[config.mk]
export PLATFORM = sky130hd
export DESIGN_NAME = protobuf_envelope_summary_parser_core
export DESIGN_NICKNAME = d
export VERILOG_FILES = /design/src/hdl/pesp_pkg.sv /design/src/hdl/protobuf_envelope_summary_parser_core.sv
export SDC_FILE = /design/constraint.sdc
export NUM_CORES = 1
export LEC_CHECK = 0
export BUFFER_PORTS_ARGS = -buffer_cell sky130_fd_sc_hd__buf_2
export CAP_MARGIN = 20
export CELL_PAD_IN_SITES_DETAIL_PLACEMENT = 1
export CELL_PAD_IN_SITES_GLOBAL_PLACEMENT = 1
export CORE_ASPECT_RATIO = 1.2
export CORE_MARGIN = 2
export CORE_UTILIZATION = 42
export DETAILED_ROUTE_END_ITERATION = 6
export HOLD_SLACK_MARGIN = 0.1
export PLACE_DENSITY = 0.77
export SETUP_SLACK_MARGIN = 0.3
export SLEW_MARGIN = 10
export SYNTH_ARGS = -nofsm -noshare
export SYNTH_HDL_FRONTEND = slang
export SYNTH_SLANG_ARGS = --single-unit
[constraint.sdc]
create_clock -name i_clk -period 3.6 [get_ports i_clk]
set_input_delay 0.9 -clock i_clk [delete_from_list [all_inputs] [get_ports i_clk]]
set_output_delay 0.9 -clock i_clk [all_outputs]
set_load 0.01 [all_outputs]
[src/hdl/pesp_pkg.sv]
`timescale 1ns / 1ps
// ----------------------------------------------------------------------------
// pesp_pkg
// Shared types and constants for the protobuf envelope summary parser.
// ----------------------------------------------------------------------------
package pesp_pkg;

    localparam int unsigned MAX_FRAME_BYTES = 65535;
    localparam int unsigned ACC_W           = 35;
    localparam int unsigned SKIP_W          = 17;

    // Wire types of a protobuf tag
    localparam logic [2:0] WT_VINT = 3'd0;
    localparam logic [2:0] WT_I64  = 3'd1;
    localparam logic [2:0] WT_LEN  = 3'd2;
    localparam logic [2:0] WT_I32  = 3'd5;

    localparam logic [31:0] FIELD_FRAME_ID    = 32'd1;
    localparam logic [31:0] FIELD_VARIANT_MIN = 32'd2;
    localparam logic [31:0] FIELD_VARIANT_MAX = 32'd17;

    localparam logic [SKIP_W-1:0] SKIP_I64 = SKIP_W'(8);
    localparam logic [SKIP_W-1:0] SKIP_I32 = SKIP_W'(4);

    localparam logic [3:0] VARINT_MAX_BYTES = 4'd10;

    typedef struct packed {
        logic [7:0] data_byte;
        logic       has_byte;
        logic       end_of_frame;
    } t_in_item;

    typedef struct packed {
        logic        ok;
        logic [31:0] msg_id;
        logic [4:0]  sel_tag;
        logic [31:0] sel_value;
    } t_out_item;

endpackage

[src/hdl/protobuf_envelope_summary_parser_core.sv]
`timescale 1ns / 1ps
// ----------------------------------------------------------------------------
// protobuf_envelope_summary_parser_core
// Decodes protobuf wire-format frames byte by byte and reports frame id,
// first variant tag and its value (or length) at end of frame.
// ----------------------------------------------------------------------------
// Throughput: one input transfer per cycle while no held-back summary stalls the
//   input; each byte is decoded by the shift-or, compare and counter logic ahead of the state regs.
// Output: the summary is in the output register in the cycle after the
//   end-of-frame transfer.
// Reset: synchronous, active low; clears parse state and the output valid.
module protobuf_envelope_summary_parser_core
    import pesp_pkg::*;
(
    input  logic      i_clk,
    input  logic      i_rst_n,
    input  logic      i_in_valid,
    output logic      o_in_stall,
    input  t_in_item  i_in_data,
    output logic      o_out_valid,
    input  logic      i_out_stall,
    output t_out_item o_out_data
);

    typedef enum logic [1:0] {
        PH_TAG,
        PH_VALUE,
        PH_LENGTH,
        PH_SKIP
    } t_phase;

    typedef enum logic [1:0] {
        ROLE_SKIP,
        ROLE_FRAME,
        ROLE_VARIANT
    } t_role;

    t_phase              r_phase,   n_phase;
    logic [ACC_W-1:0]    r_acc,     n_acc;
    logic                r_upper,   n_upper;
    logic [3:0]          r_cnt,     n_cnt;
    t_role               r_role,    n_role;
    logic [SKIP_W-1:0]   r_skip,    n_skip;
    logic [31:0]         r_fid,     n_fid;
    logic [4:0]          r_tag,     n_tag;
    logic [31:0]         r_val,     n_val;
    logic                r_err,     n_err;
    logic                r_out_valid, n_out_valid;
    t_out_item           r_out_data,  n_out_data;

    logic                w_accept;
    logic [ACC_W-1:0]    w_acc_or;
    logic                w_upper;
    logic [31:0]         w_field;
    logic [2:0]          w_wt;
    logic [3:0]          w_cnt_inc;
    logic                w_ok;

    assign o_in_stall  = r_out_valid && i_out_stall;
    assign w_accept    = i_in_valid && !o_in_stall;
    assign o_out_valid = r_out_valid;
    assign o_out_data  = r_out_data;

    // Merge this byte's seven payload bits into the varint
    always_comb begin
        unique case (r_cnt)
            4'd0: w_acc_or = r_acc | ACC_W'(i_in_data.data_byte[6:0]);
            4'd1: w_acc_or = r_acc | (ACC_W'(i_in_data.data_byte[6:0]) << 7);
            4'd2: w_acc_or = r_acc | (ACC_W'(i_in_data.data_byte[6:0]) << 14);
            4'd3: w_acc_or = r_acc | (ACC_W'(i_in_data.data_byte[6:0]) << 21);
            4'd4: w_acc_or = r_acc | (ACC_W'(i_in_data.data_byte[6:0]) << 28);
            default: w_acc_or = r_acc;
        endcase
        w_upper = r_upper
            || (r_cnt >= 4'd5 && r_cnt <= 4'd8 && (|i_in_data.data_byte[6:0]))
            || (r_cnt >= 4'd9 && i_in_data.data_byte[0]);
        w_field   = w_acc_or[34:3];
        w_wt      = w_acc_or[2:0];
        w_cnt_inc = r_cnt + 4'd1;
    end

    always_comb begin
        n_phase     = r_phase;
        n_acc       = r_acc;
        n_upper     = r_upper;
        n_cnt       = r_cnt;
        n_role      = r_role;
        n_skip      = r_skip;
        n_fid       = r_fid;
        n_tag       = r_tag;
        n_val       = r_val;
        n_err       = r_err;
        n_out_data  = r_out_data;
        n_out_valid = r_out_valid && i_out_stall;
        w_ok        = 1'b0;

        if (w_accept && i_in_data.has_byte && !r_err) begin
            if (r_phase == PH_SKIP) begin
                n_skip = r_skip - SKIP_W'(1);
                if (n_skip == '0) begin
                    n_phase = PH_TAG;
                end
            end else if (i_in_data.data_byte[7]) begin
                // Continuation: hold the partial varint
                n_acc   = w_acc_or;
                n_upper = w_upper;
                n_cnt   = w_cnt_inc;
                if (w_cnt_inc >= VARINT_MAX_BYTES) begin
                    n_err = 1'b1;
                end
            end else begin
                n_acc   = '0;
                n_upper = 1'b0;
                n_cnt   = '0;
                unique case (r_phase)
                    PH_TAG: begin
                        n_role = ROLE_SKIP;
                        if (w_field == FIELD_FRAME_ID && w_wt == WT_VINT) begin
                            n_role  = ROLE_FRAME;
                            n_phase = PH_VALUE;
                        end else if (w_field >= FIELD_VARIANT_MIN
                                     && w_field <= FIELD_VARIANT_MAX
                                     && r_tag == '0) begin
                            n_tag  = w_field[4:0];
                            n_role = ROLE_VARIANT;
                            if (w_wt == WT_VINT) begin
                                n_phase = PH_VALUE;
                            end else if (w_wt == WT_LEN) begin
                                n_phase = PH_LENGTH;
                            end else begin
                                n_err = 1'b1;
                            end
                        end else begin
                            unique case (w_wt)
                                WT_VINT: n_phase = PH_VALUE;
                                WT_I64: begin
                                    n_skip  = SKIP_I64;
                                    n_phase = PH_SKIP;
                                end
                                WT_LEN:    n_phase = PH_LENGTH;
                                WT_I32: begin
                                    n_skip  = SKIP_I32;
                                    n_phase = PH_SKIP;
                                end
                                default:   n_err = 1'b1;
                            endcase
                        end
                    end
                    PH_VALUE: begin
                        if (r_role == ROLE_FRAME) begin
                            n_fid = w_acc_or[31:0];
                        end else if (r_role == ROLE_VARIANT) begin
                            n_val = w_acc_or[31:0];
                        end
                        n_phase = PH_TAG;
                    end
                    default: begin
                        // Length prefix: reject oversized, else keep it for a variant and skip the payload
                        if (w_upper || w_acc_or > ACC_W'(MAX_FRAME_BYTES)) begin
                            n_err = 1'b1;
                        end else begin
                            if (r_role == ROLE_VARIANT) begin
                                n_val = w_acc_or[31:0];
                            end
                            if (w_acc_or[SKIP_W-1:0] == '0) begin
                                n_phase = PH_TAG;
                            end else begin
                                n_skip  = w_acc_or[SKIP_W-1:0];
                                n_phase = PH_SKIP;
                            end
                        end
                    end
                endcase
            end
        end

        if (w_accept && i_in_data.end_of_frame) begin
            w_ok = !n_err && n_phase == PH_TAG && n_cnt == '0;
            n_out_valid          = 1'b1;
            n_out_data.ok        = w_ok;
            n_out_data.msg_id    = w_ok ? n_fid : '0;
            n_out_data.sel_tag   = w_ok ? n_tag : '0;
            n_out_data.sel_value = w_ok ? n_val : '0;
            // Drop all per-frame state
            n_phase = PH_TAG;
            n_acc   = '0;
            n_upper = 1'b0;
            n_cnt   = '0;
            n_role  = ROLE_SKIP;
            n_skip  = '0;
            n_fid   = '0;
            n_tag   = '0;
            n_val   = '0;
            n_err   = 1'b0;
        end
    end

    always_ff @(posedge i_clk) begin
        if (!i_rst_n) begin
            r_phase     <= PH_TAG;
            r_acc       <= '0;
            r_upper     <= 1'b0;
            r_cnt       <= '0;
            r_role      <= ROLE_SKIP;
            r_skip      <= '0;
            r_fid       <= '0;
            r_tag       <= '0;
            r_val       <= '0;
            r_err       <= 1'b0;
            r_out_valid <= 1'b0;
        end else begin
            r_phase     <= n_phase;
            r_acc       <= n_acc;
            r_upper     <= n_upper;
            r_cnt       <= n_cnt;
            r_role      <= n_role;
            r_skip      <= n_skip;
            r_fid       <= n_fid;
            r_tag       <= n_tag;
            r_val       <= n_val;
            r_err       <= n_err;
            r_out_valid <= n_out_valid;
        end
        r_out_data <= n_out_data;
    end

endmodule

== Word-level counts from Yosys, hierarchy flattened ==
Index checks and enable logic that the tools add are counted.

* Register bits: 202
* Bits in latches: 0
* Memory bits (writable): 0
* Bits in read-only memories: 0
* Logic and storage cells: 143
* Memories: 0

* $add $sub $neg: 2
* Multipliers: 0
* Divide/modulo/power cells: 0
* Order comparisons: 7
* Eq/ne operators: 19
* Shift-type cells: 0
* Mux-type cells: 58
* Bitwise operators: 8
* Reductions and logical operators: 34

{| class="wikitable"
|+ Operator list
! kind !! number
|-
| two-way mux 32 bit || 11
|-
| one-hot mux 35 bit (5 select lines) || 1
|-
| two-way mux 17 bit || 6
|-
| one-hot mux 17 bit (2 select lines) || 2
|-
| one-hot mux 32 bit (2 select lines) || 1
|-
| greater-than comparator 35 x 16 -> 1 bit, second input constant || 1
|-
| two-way mux 35 bit || 1
|-
| bitwise OR 35 x 14 -> 35 bit || 1
|-
| bitwise OR 35 x 21 -> 35 bit || 1
|-
| bitwise OR 35 x 28 -> 35 bit || 1
|-
| bitwise OR 35 bit || 1
|-
| bitwise OR 35 x 7 -> 35 bit || 1
|-
| logical NOT 17 bit || 2
|-
| == test 32 x 1 -> 1 bit, second input constant || 1
|-
| >= comparator 32 x 2 -> 1 bit, second input constant || 1
|-
| <= comparator 32 x 5 -> 1 bit, second input constant || 1
|-
| two-way mux 5 bit || 6
|-
| two-way mux 2 bit || 12
|-
| subtractor 17 x 1 -> 17 bit, second input constant || 1
|-
| logical AND 1 bit || 13
|-
| two-way mux 1 bit || 12
|-
| two-way mux 4 bit || 3
|-
| == test 4 x 2 -> 1 bit, second input constant || 2
|-
| >= comparator 4 bit, second input constant || 2
|-
| 31 further kinds || 44
|}

== Longest topological paths before layout ==
* Depth in word-level cells: 14
* Depth in mapped cells: 13
* Mapped depth without buffers: 10

== Worst setup path after synthesis ==
No wires, ideal clock.

* Path type: in2reg
* Start: input port i_in_data[2] (netlist name)
* End: register r_out_data, in the netlist o_out_data[23], data pin
* Data arrival time: 3,469 ps
* Setup slack: -149 ps
* Stages: 11
* Buffers on the path: 3
* Cells stage by stage: clkbuf_1 nor3_1 a21boi_0 or4b_2 or4_1 nor3_2 a31oi_1 nand3b_4 buf_6 buf_6 nor4_2

* Longest elaborated chain between the ends: 14
* Elaborated cells on any way between the ends: 56

{| class="wikitable"
|+ RTL lines
! what !! RTL line !! text
|-
| from (decl) || protobuf_envelope_summary_parser_core.sv:19 || <nowiki>input t_in_item i_in_data,</nowiki>
|-
| bitwise OR 35 x 14 -> 35 bit (tied with other cells) || protobuf_envelope_summary_parser_core.sv:68 || <nowiki>4'd1: w_acc_or = r_acc | (ACC_W'(i_in_data.data_byte[6:0]) << 7);</nowiki>
|-
| one-hot mux 35 bit (5 select lines) || protobuf_envelope_summary_parser_core.sv:66 || <nowiki>unique case (r_cnt)</nowiki>
|-
| >= comparator 32 x 2 -> 1 bit (tied with other cells) || protobuf_envelope_summary_parser_core.sv:121 || <nowiki>end else if (w_field >= FIELD_VARIANT_MIN</nowiki>
|-
| logical AND 1 bit (tied with other cells) || protobuf_envelope_summary_parser_core.sv:122 || <nowiki>&& w_field <= FIELD_VARIANT_MAX</nowiki>
|-
| logical AND 1 bit (tied with other cells) || protobuf_envelope_summary_parser_core.sv:123 || <nowiki>&& r_tag == '0) begin</nowiki>
|-
| two-way mux 2 bit / two-way mux 1 bit (equally long branches) || protobuf_envelope_summary_parser_core.sv:121 ||
|-
| two-way mux 2 bit / two-way mux 1 bit (equally long branches) || protobuf_envelope_summary_parser_core.sv:118 || <nowiki>if (w_field == FIELD_FRAME_ID && w_wt == WT_VINT) begin</nowiki>
|-
| one-hot mux 2 bit (2 select lines) / one-hot mux 1 bit (2 select lines) (equally long branches) || protobuf_envelope_summary_parser_core.sv:115 || <nowiki>unique case (r_phase)</nowiki>
|-
| two-way mux 2 bit / two-way mux 1 bit (equally long branches) || protobuf_envelope_summary_parser_core.sv:103 || <nowiki>end else if (i_in_data.data_byte[7]) begin</nowiki>
|-
| two-way mux 2 bit / two-way mux 1 bit (equally long branches) || protobuf_envelope_summary_parser_core.sv:98 || <nowiki>if (r_phase == PH_SKIP) begin</nowiki>
|-
| two-way mux 2 bit / two-way mux 1 bit (equally long branches) || protobuf_envelope_summary_parser_core.sv:97 || <nowiki>if (w_accept && i_in_data.has_byte && !r_err) begin</nowiki>
|-
| logical NOT 2 bit / logical NOT 1 bit (equally long branches) || protobuf_envelope_summary_parser_core.sv:178 || <nowiki>w_ok = !n_err && n_phase == PH_TAG && n_cnt == '0;</nowiki>
|-
| logical AND 1 bit (2 in a row) || protobuf_envelope_summary_parser_core.sv:178 ||
|-
| to (signal assigned) || protobuf_envelope_summary_parser_core.sv:224 || <nowiki>r_out_data <= n_out_data;</nowiki>
|-
| to (decl) || protobuf_envelope_summary_parser_core.sv:49 || <nowiki>t_out_item r_out_data, n_out_data;</nowiki>
|}

Parallel ways exist; a longest one is shown, timed or not.
A chain may end at the register's enable or synchronous reset.

== Worst setup path in the final report ==
* Start: register r_cnt[2]
* End: register r_out_data, in the netlist o_out_data[59], data pin

* Longest elaborated chain between the ends: 14
* Elaborated cells on any way between the ends: 66

{| class="wikitable"
|+ RTL lines
! what !! RTL line !! text
|-
| from (decl) || protobuf_envelope_summary_parser_core.sv:41 || <nowiki>logic [3:0] r_cnt, n_cnt;</nowiki>
|-
| from (signal assigned) || protobuf_envelope_summary_parser_core.sv:215 || <nowiki>r_cnt <= n_cnt;</nowiki>
|-
| == test 4 x 3 -> 1 bit (tied with other cells) || protobuf_envelope_summary_parser_core.sv:66 ||
|-
| one-hot mux 35 bit (5 select lines) / logical AND 1 bit (equally long branches) || protobuf_envelope_summary_parser_core.sv:66, protobuf_envelope_summary_parser_core.sv:75 ||
|-
| >= comparator 32 x 2 -> 1 bit (tied with other cells) || protobuf_envelope_summary_parser_core.sv:121 ||
|-
| logical AND 1 bit (tied with other cells) || protobuf_envelope_summary_parser_core.sv:122 ||
|-
| logical AND 1 bit (tied with other cells) || protobuf_envelope_summary_parser_core.sv:123 ||
|-
| two-way mux 2 bit (tied with other cells) || protobuf_envelope_summary_parser_core.sv:121 ||
|-
| two-way mux 2 bit (tied with other cells) || protobuf_envelope_summary_parser_core.sv:118 ||
|-
| one-hot mux 2 bit (2 select lines) / one-hot mux 1 bit (2 select lines) (equally long branches) || protobuf_envelope_summary_parser_core.sv:115 ||
|-
| two-way mux 2 bit / two-way mux 1 bit (equally long branches) || protobuf_envelope_summary_parser_core.sv:103 ||
|-
| two-way mux 2 bit / two-way mux 1 bit (equally long branches) || protobuf_envelope_summary_parser_core.sv:98 ||
|-
| two-way mux 2 bit / two-way mux 1 bit (equally long branches) || protobuf_envelope_summary_parser_core.sv:97 ||
|-
| logical NOT 2 bit / logical NOT 1 bit (equally long branches) || protobuf_envelope_summary_parser_core.sv:178 ||
|-
| logical AND 1 bit (2 in a row) || protobuf_envelope_summary_parser_core.sv:178 ||
|}

Parallel ways exist; a longest one is shown, timed or not.

==> qor.txt <==
OUTCOME
---------------------------------------------------------------------------------
Status ............................................................. complete, but fails checks
Violations in the final reports .................................... setup timing

GLOBAL ROUTE
---------------------------------------------------------------------------------
Maximum number of pins on one net before global-route repair .......           60
Global-route wire length before repair .............................      53.2 mm
Via count of the first global-routing pass .........................         9214
Initial antenna violation count ....................................            0
Total gr overflow ..................................................            0
GR Util All Layers .................................................        0.284

POWER
---------------------------------------------------------------------------------
Part of the power in registers .....................................        0.428
Static leakage power ...............................................      4.64 nW
Internal power .....................................................      4.07 mW
Worst IR drop on VDD ...............................................       468 µV
Clock share of power ...............................................        0.422
Fraction of power spent switching nets .............................        0.277
Power per standard cell area .......................................   432 nW/µm²
Sw Pwr .............................................................      1.56 mW
Fraction of power consumed by combinational cells ..................        0.150

PLACED DESIGN
---------------------------------------------------------------------------------
Post-placement cell area ...........................................    10900 µm²
Placed Instances ...................................................         1391
Global placer's final weighted congestion ..........................        0.893
IO Port Bufs .......................................................           85
Post-detail-place hpwl .............................................      22.2 mm

SETUP PATH
---------------------------------------------------------------------------------
Slowest library cell on the worst path ............................. sky130_fd_sc_hd__dfxtp_2
FF-to-FF Start .....................................................     r_cnt[2]
Most common cell type on the critical path ......................... sky130_fd_sc_hd__buf_4
Depth of the worst register-to-register path .......................           15
Critical path's largest stage delay ................................      0.63 ns
Type of element capturing the critical path ........................         flop
Terminus of the critical flop-to-flop path ......................... o_out_data[59]
Reg2Reg Setup Slack ................................................     -0.13 ns
Classification of the worst setup path .............................   reg -> reg
Ordered cell list for the critical path ............................ buf_4 > nor4bb_1 > nor4_1 > buf_4 > nand4_1 > buf_4 > nor4_4 > buf_4 > buf_6 > nand4_1 > o211a_1 > nand3b_4 > buf_6 > buf_12 > nor4_2
Startpoint class of the critical path ..............................         flop
Data required, critical path .......................................      3.92 ns
WP data arrival ....................................................      4.05 ns
Maximum fanout encountered on the critical timing path .............           19
Critical Path Start ................................................     r_cnt[2]

LOGIC SYNTHESIS
---------------------------------------------------------------------------------
Seq cells post-synth ...............................................          202
Post-synthesis sequential area ratio ...............................        0.505
Cell Area, Synth ...................................................     9400 µm²
Leading post-synthesis cells by cell area .......................... sky130_fd_sc_hd__dfxtp_1, sky130_fd_sc_hd__edfxtp_1, sky130_fd_sc_hd__nor2_1, sky130_fd_sc_hd__nor4_2, sky130_fd_sc_hd__o21ai_0
Most frequently used flop master after synthesis ................... sky130_fd_sc_hd__dfxtp_1
Number of synthesized flops with an enable pin .....................           70
Area leader, netlist ............................................... sky130_fd_sc_hd__dfxtp_1
Average size of a mapped cell ......................................     9.37 µm²
Area fraction of the dominant cell type after synthesis ............        0.281
Yosys cell types ...................................................           72
Total number of yosys warnings .....................................            0
Fraction of synthesis flops using an asynchronous set or reset pin .            0
Post-Syn Instances .................................................         1003
Synthesized Nets ...................................................         1023

FINISH
---------------------------------------------------------------------------------
Area added between synthesis and finish ............................        38.7%
Fillers ............................................................         2326
Number of standard cells in the layout, taps in and fillers out ....         1472
Share of post-route cells with drive strength above 1 ..............        0.347
Footprint of the flip-flops and latches ............................     4760 µm²
Final design utilization ...........................................        0.596
NumNets Final ......................................................         1201
Area of the multi-input gates ......................................     5150 µm²
Final instance area ................................................    13000 µm²

FLOORPLAN
---------------------------------------------------------------------------------
Die Ht .............................................................       168 µm
DIE WIDTH ..........................................................       141 µm
Starting density of the core .......................................        0.430
Std-Cell Core Area .................................................    21900 µm²
Standard-cell row count ............................................           59
Die Footprint ......................................................    23600 µm²
I/O Pins ...........................................................           86

CLOCKING
---------------------------------------------------------------------------------
Clock transition at path regs ......................................      0.07 ns
Inserted Clock Buffers .............................................           22
Clock root buffer .................................................. sky130_fd_sc_hd__clkbuf_16
CTS sink cnt .......................................................          202
# H-tree levels ....................................................            1
Source-to-sink clock delay at the later pin of the worst-skew pair .      0.53 ns
Buffer depth of the longest clock path .............................            3
TritonCTS clock tree ...............................................         done
CTS hold repair buffers ............................................            0

ROUTE
---------------------------------------------------------------------------------
WL final ...........................................................      40.9 mm
Via count normalized by instance count .............................         6.50
DRT iter0 DRCs .....................................................          886
Number of detailed-route iterations in the first pass ..............            5
Total vias in the final route ......................................         9567
Antenna Violating Nets Remaining ...................................            0
WL per Instance ....................................................      27.8 µm
Remaining routing DRC violations ...................................            0

STA
---------------------------------------------------------------------------------
Worst slew margin ..................................................        0.368
Post-route setup TNS ...............................................     -2.60 ns
Setup violators final ..............................................           54
Maximum achievable frequency .......................................    0.268 GHz
Clock tree skew after final layout .................................    0.0254 ns
Number of hold-slack violations in the final timing report .........            0
Final worst hold slack .............................................     0.502 ns
Max-slew violation count ...........................................            0
Unrepaired setup endpoints after global routing ....................          yes
Post-layout min period .............................................      3.73 ns
Share of the clock period used by the worst path after layout ......         1.04
Final WS setup .....................................................    -0.133 ns
Transition time at the pin with the least slew margin ..............     0.947 ns

MIN PATH
---------------------------------------------------------------------------------
Hold_sp ............................................................    r_acc[24]
Number of instances on the worst hold path .........................            2
Worst Hold Class ...................................................   reg -> reg
Min-Delay Endpoint .................................................    r_acc[24]

FLOW RUN
---------------------------------------------------------------------------------
Number of max-cap violations .......................................            0

-- state kept, by name, indices dropped and copies added, names as in the netlist --
name and flops:
r_tag 5, r_skip 17, r_fid 32, o_out_valid 1
r_cnt 4, r_err 1, o_out_data 70, r_phase 2
r_acc 35, r_val 32, r_role 2, r_upper 1
-- kinds of logic after synthesis --
kind of cell,share of synthesized area
simple gates,0.280
mux,0.00745
buf+inv,0.0423
compound gates,0.151
flops,0.505
fa+ha+maj,0.00799
xor+xnor,0.00745
-- through the flow --
step | total power [mW] | setup slack, ns
final | 5.63 | -0.133
after global routing | 5.75 | -0.301
after CTS | 5.39 | 0.189
after detailed placement | 3.03 | -0.283
after global placement | 3.02 | -0.273
after floorplan | 2.79 | 0.193
-- per-layer routing --
layer | track usage | wire (µm)
met4 | 0.109 | 2500
met5 | 0 | 0
met1 | 0.350 | 15200
met3 | 0.0307 | 2690
met2 | 0.513 | 20500
-- repair_timing --
item,in CTS,in global routing
cloned,3,13
setup buffers,7,17
gates resized for setup,63,102
hold endpoints to repair,0,0
endpoints found under the setup margin,122,119
pin swaps,15,29
-- worst max-delay path by stage --
stage                                end  depth (start not counted)
final                     o_out_data[59]                         15
after global routing      o_out_data[59]                         15
after CTS                      r_skip[5]                         13
after detailed placement  o_out_data[22]                         10
after global placement    o_out_data[20]                         10
after floorplan           o_out_data[23]                         11
-- cell usage in the layout (no fill, tap or decap), types with 5 or more instances in the layout --
master and n:
sky130_fd_sc_hd__a211oi_1 6, sky130_fd_sc_hd__a21o_1 5, sky130_fd_sc_hd__a21oi_1 62, sky130_fd_sc_hd__a22oi_1 5
sky130_fd_sc_hd__a31oi_1 8, sky130_fd_sc_hd__and2_1 9, sky130_fd_sc_hd__buf_12 15, sky130_fd_sc_hd__buf_2 85
sky130_fd_sc_hd__buf_4 108, sky130_fd_sc_hd__buf_6 11, sky130_fd_sc_hd__clkbuf_16 33, sky130_fd_sc_hd__clkinv_1 5
sky130_fd_sc_hd__dfxtp_1 127, sky130_fd_sc_hd__edfxtp_1 70, sky130_fd_sc_hd__inv_1 8, sky130_fd_sc_hd__mux2i_1 7
sky130_fd_sc_hd__nand2_1 55, sky130_fd_sc_hd__nand3_1 42, sky130_fd_sc_hd__nand4_1 12, sky130_fd_sc_hd__nand4b_1 5
sky130_fd_sc_hd__nor2_1 159, sky130_fd_sc_hd__nor3_1 50, sky130_fd_sc_hd__nor3b_2 5, sky130_fd_sc_hd__nor4_1 7
sky130_fd_sc_hd__nor4_2 30, sky130_fd_sc_hd__nor4_4 33, sky130_fd_sc_hd__nor4b_2 7, sky130_fd_sc_hd__nor4bb_1 9
sky130_fd_sc_hd__o21ai_0 66, sky130_fd_sc_hd__o21ai_1 6, sky130_fd_sc_hd__o21ai_2 7, sky130_fd_sc_hd__o31ai_1 7
sky130_fd_sc_hd__or3_1 6
-- layout make-up --
| type | count | area share |
|---|---|---|
| tap | 274 | 0.0263 |
| timing repair buffer | 232 | 0.153 |
| antenna | 1 | 0.000192 |
| sequential | 202 | 0.365 |
| multi-input combinational | 711 | 0.395 |
| clock buffer | 28 | 0.0480 |
| inverter | 12 | 0.00384 |
| clock inverter | 12 | 0.00826 |
-- power by group through the flow --
stage                     clock, mW  sequential [mW]  combinational [mW]
after floorplan                   0             2.47               0.318
after global placement            0             2.46               0.565
after detailed placement          0             2.46               0.578
after CTS                      2.34             2.41               0.644
after global routing           2.47             2.41               0.870
final                          2.38             2.41               0.844
-- synth_stat cells, types with 5 or more instances --
| master | count |
|---|---|
| sky130_fd_sc_hd__a21oi_1 | 66 |
| sky130_fd_sc_hd__o21ai_0 | 77 |
| sky130_fd_sc_hd__buf_2 | 12 |
| sky130_fd_sc_hd__nand2_1 | 56 |
| sky130_fd_sc_hd__nand3_1 | 42 |
| sky130_fd_sc_hd__mux2i_1 | 7 |
| sky130_fd_sc_hd__a211oi_1 | 8 |
| sky130_fd_sc_hd__nor4_2 | 40 |
| sky130_fd_sc_hd__o31ai_1 | 9 |
| sky130_fd_sc_hd__o311ai_0 | 6 |
| sky130_fd_sc_hd__nor2_1 | 161 |
| sky130_fd_sc_hd__and2_1 | 10 |
| sky130_fd_sc_hd__ha_1 | 6 |
| sky130_fd_sc_hd__edfxtp_1 | 70 |
| sky130_fd_sc_hd__nor4_1 | 29 |
| sky130_fd_sc_hd__a21o_1 | 5 |
| sky130_fd_sc_hd__a22oi_1 | 5 |
| sky130_fd_sc_hd__a2111oi_0 | 6 |
| sky130_fd_sc_hd__nor3_1 | 51 |
| sky130_fd_sc_hd__nor4b_1 | 10 |
| sky130_fd_sc_hd__clkbuf_1 | 54 |
| sky130_fd_sc_hd__nor4bb_1 | 11 |
| sky130_fd_sc_hd__dfxtp_1 | 132 |
| sky130_fd_sc_hd__nand4_1 | 12 |
| sky130_fd_sc_hd__inv_1 | 12 |
| sky130_fd_sc_hd__buf_1 | 5 |
| sky130_fd_sc_hd__nand4b_1 | 5 |
| sky130_fd_sc_hd__or3_1 | 7 |
| sky130_fd_sc_hd__buf_6 | 5 |
| sky130_fd_sc_hd__a31oi_1 | 10 |
-- worst max-delay path, delay by kind of cell (launching register included) --
kind / cells / cell delay, ns
AND/OR/NAND/NOR: 7 / 1.43
AO/OA/AOI/OAI: 1 / 0.19
buffers and inverters: 7 / 1.24
flip-flops: 1 / 0.63
No activity file was read; power rests on OpenSTA's default activity.
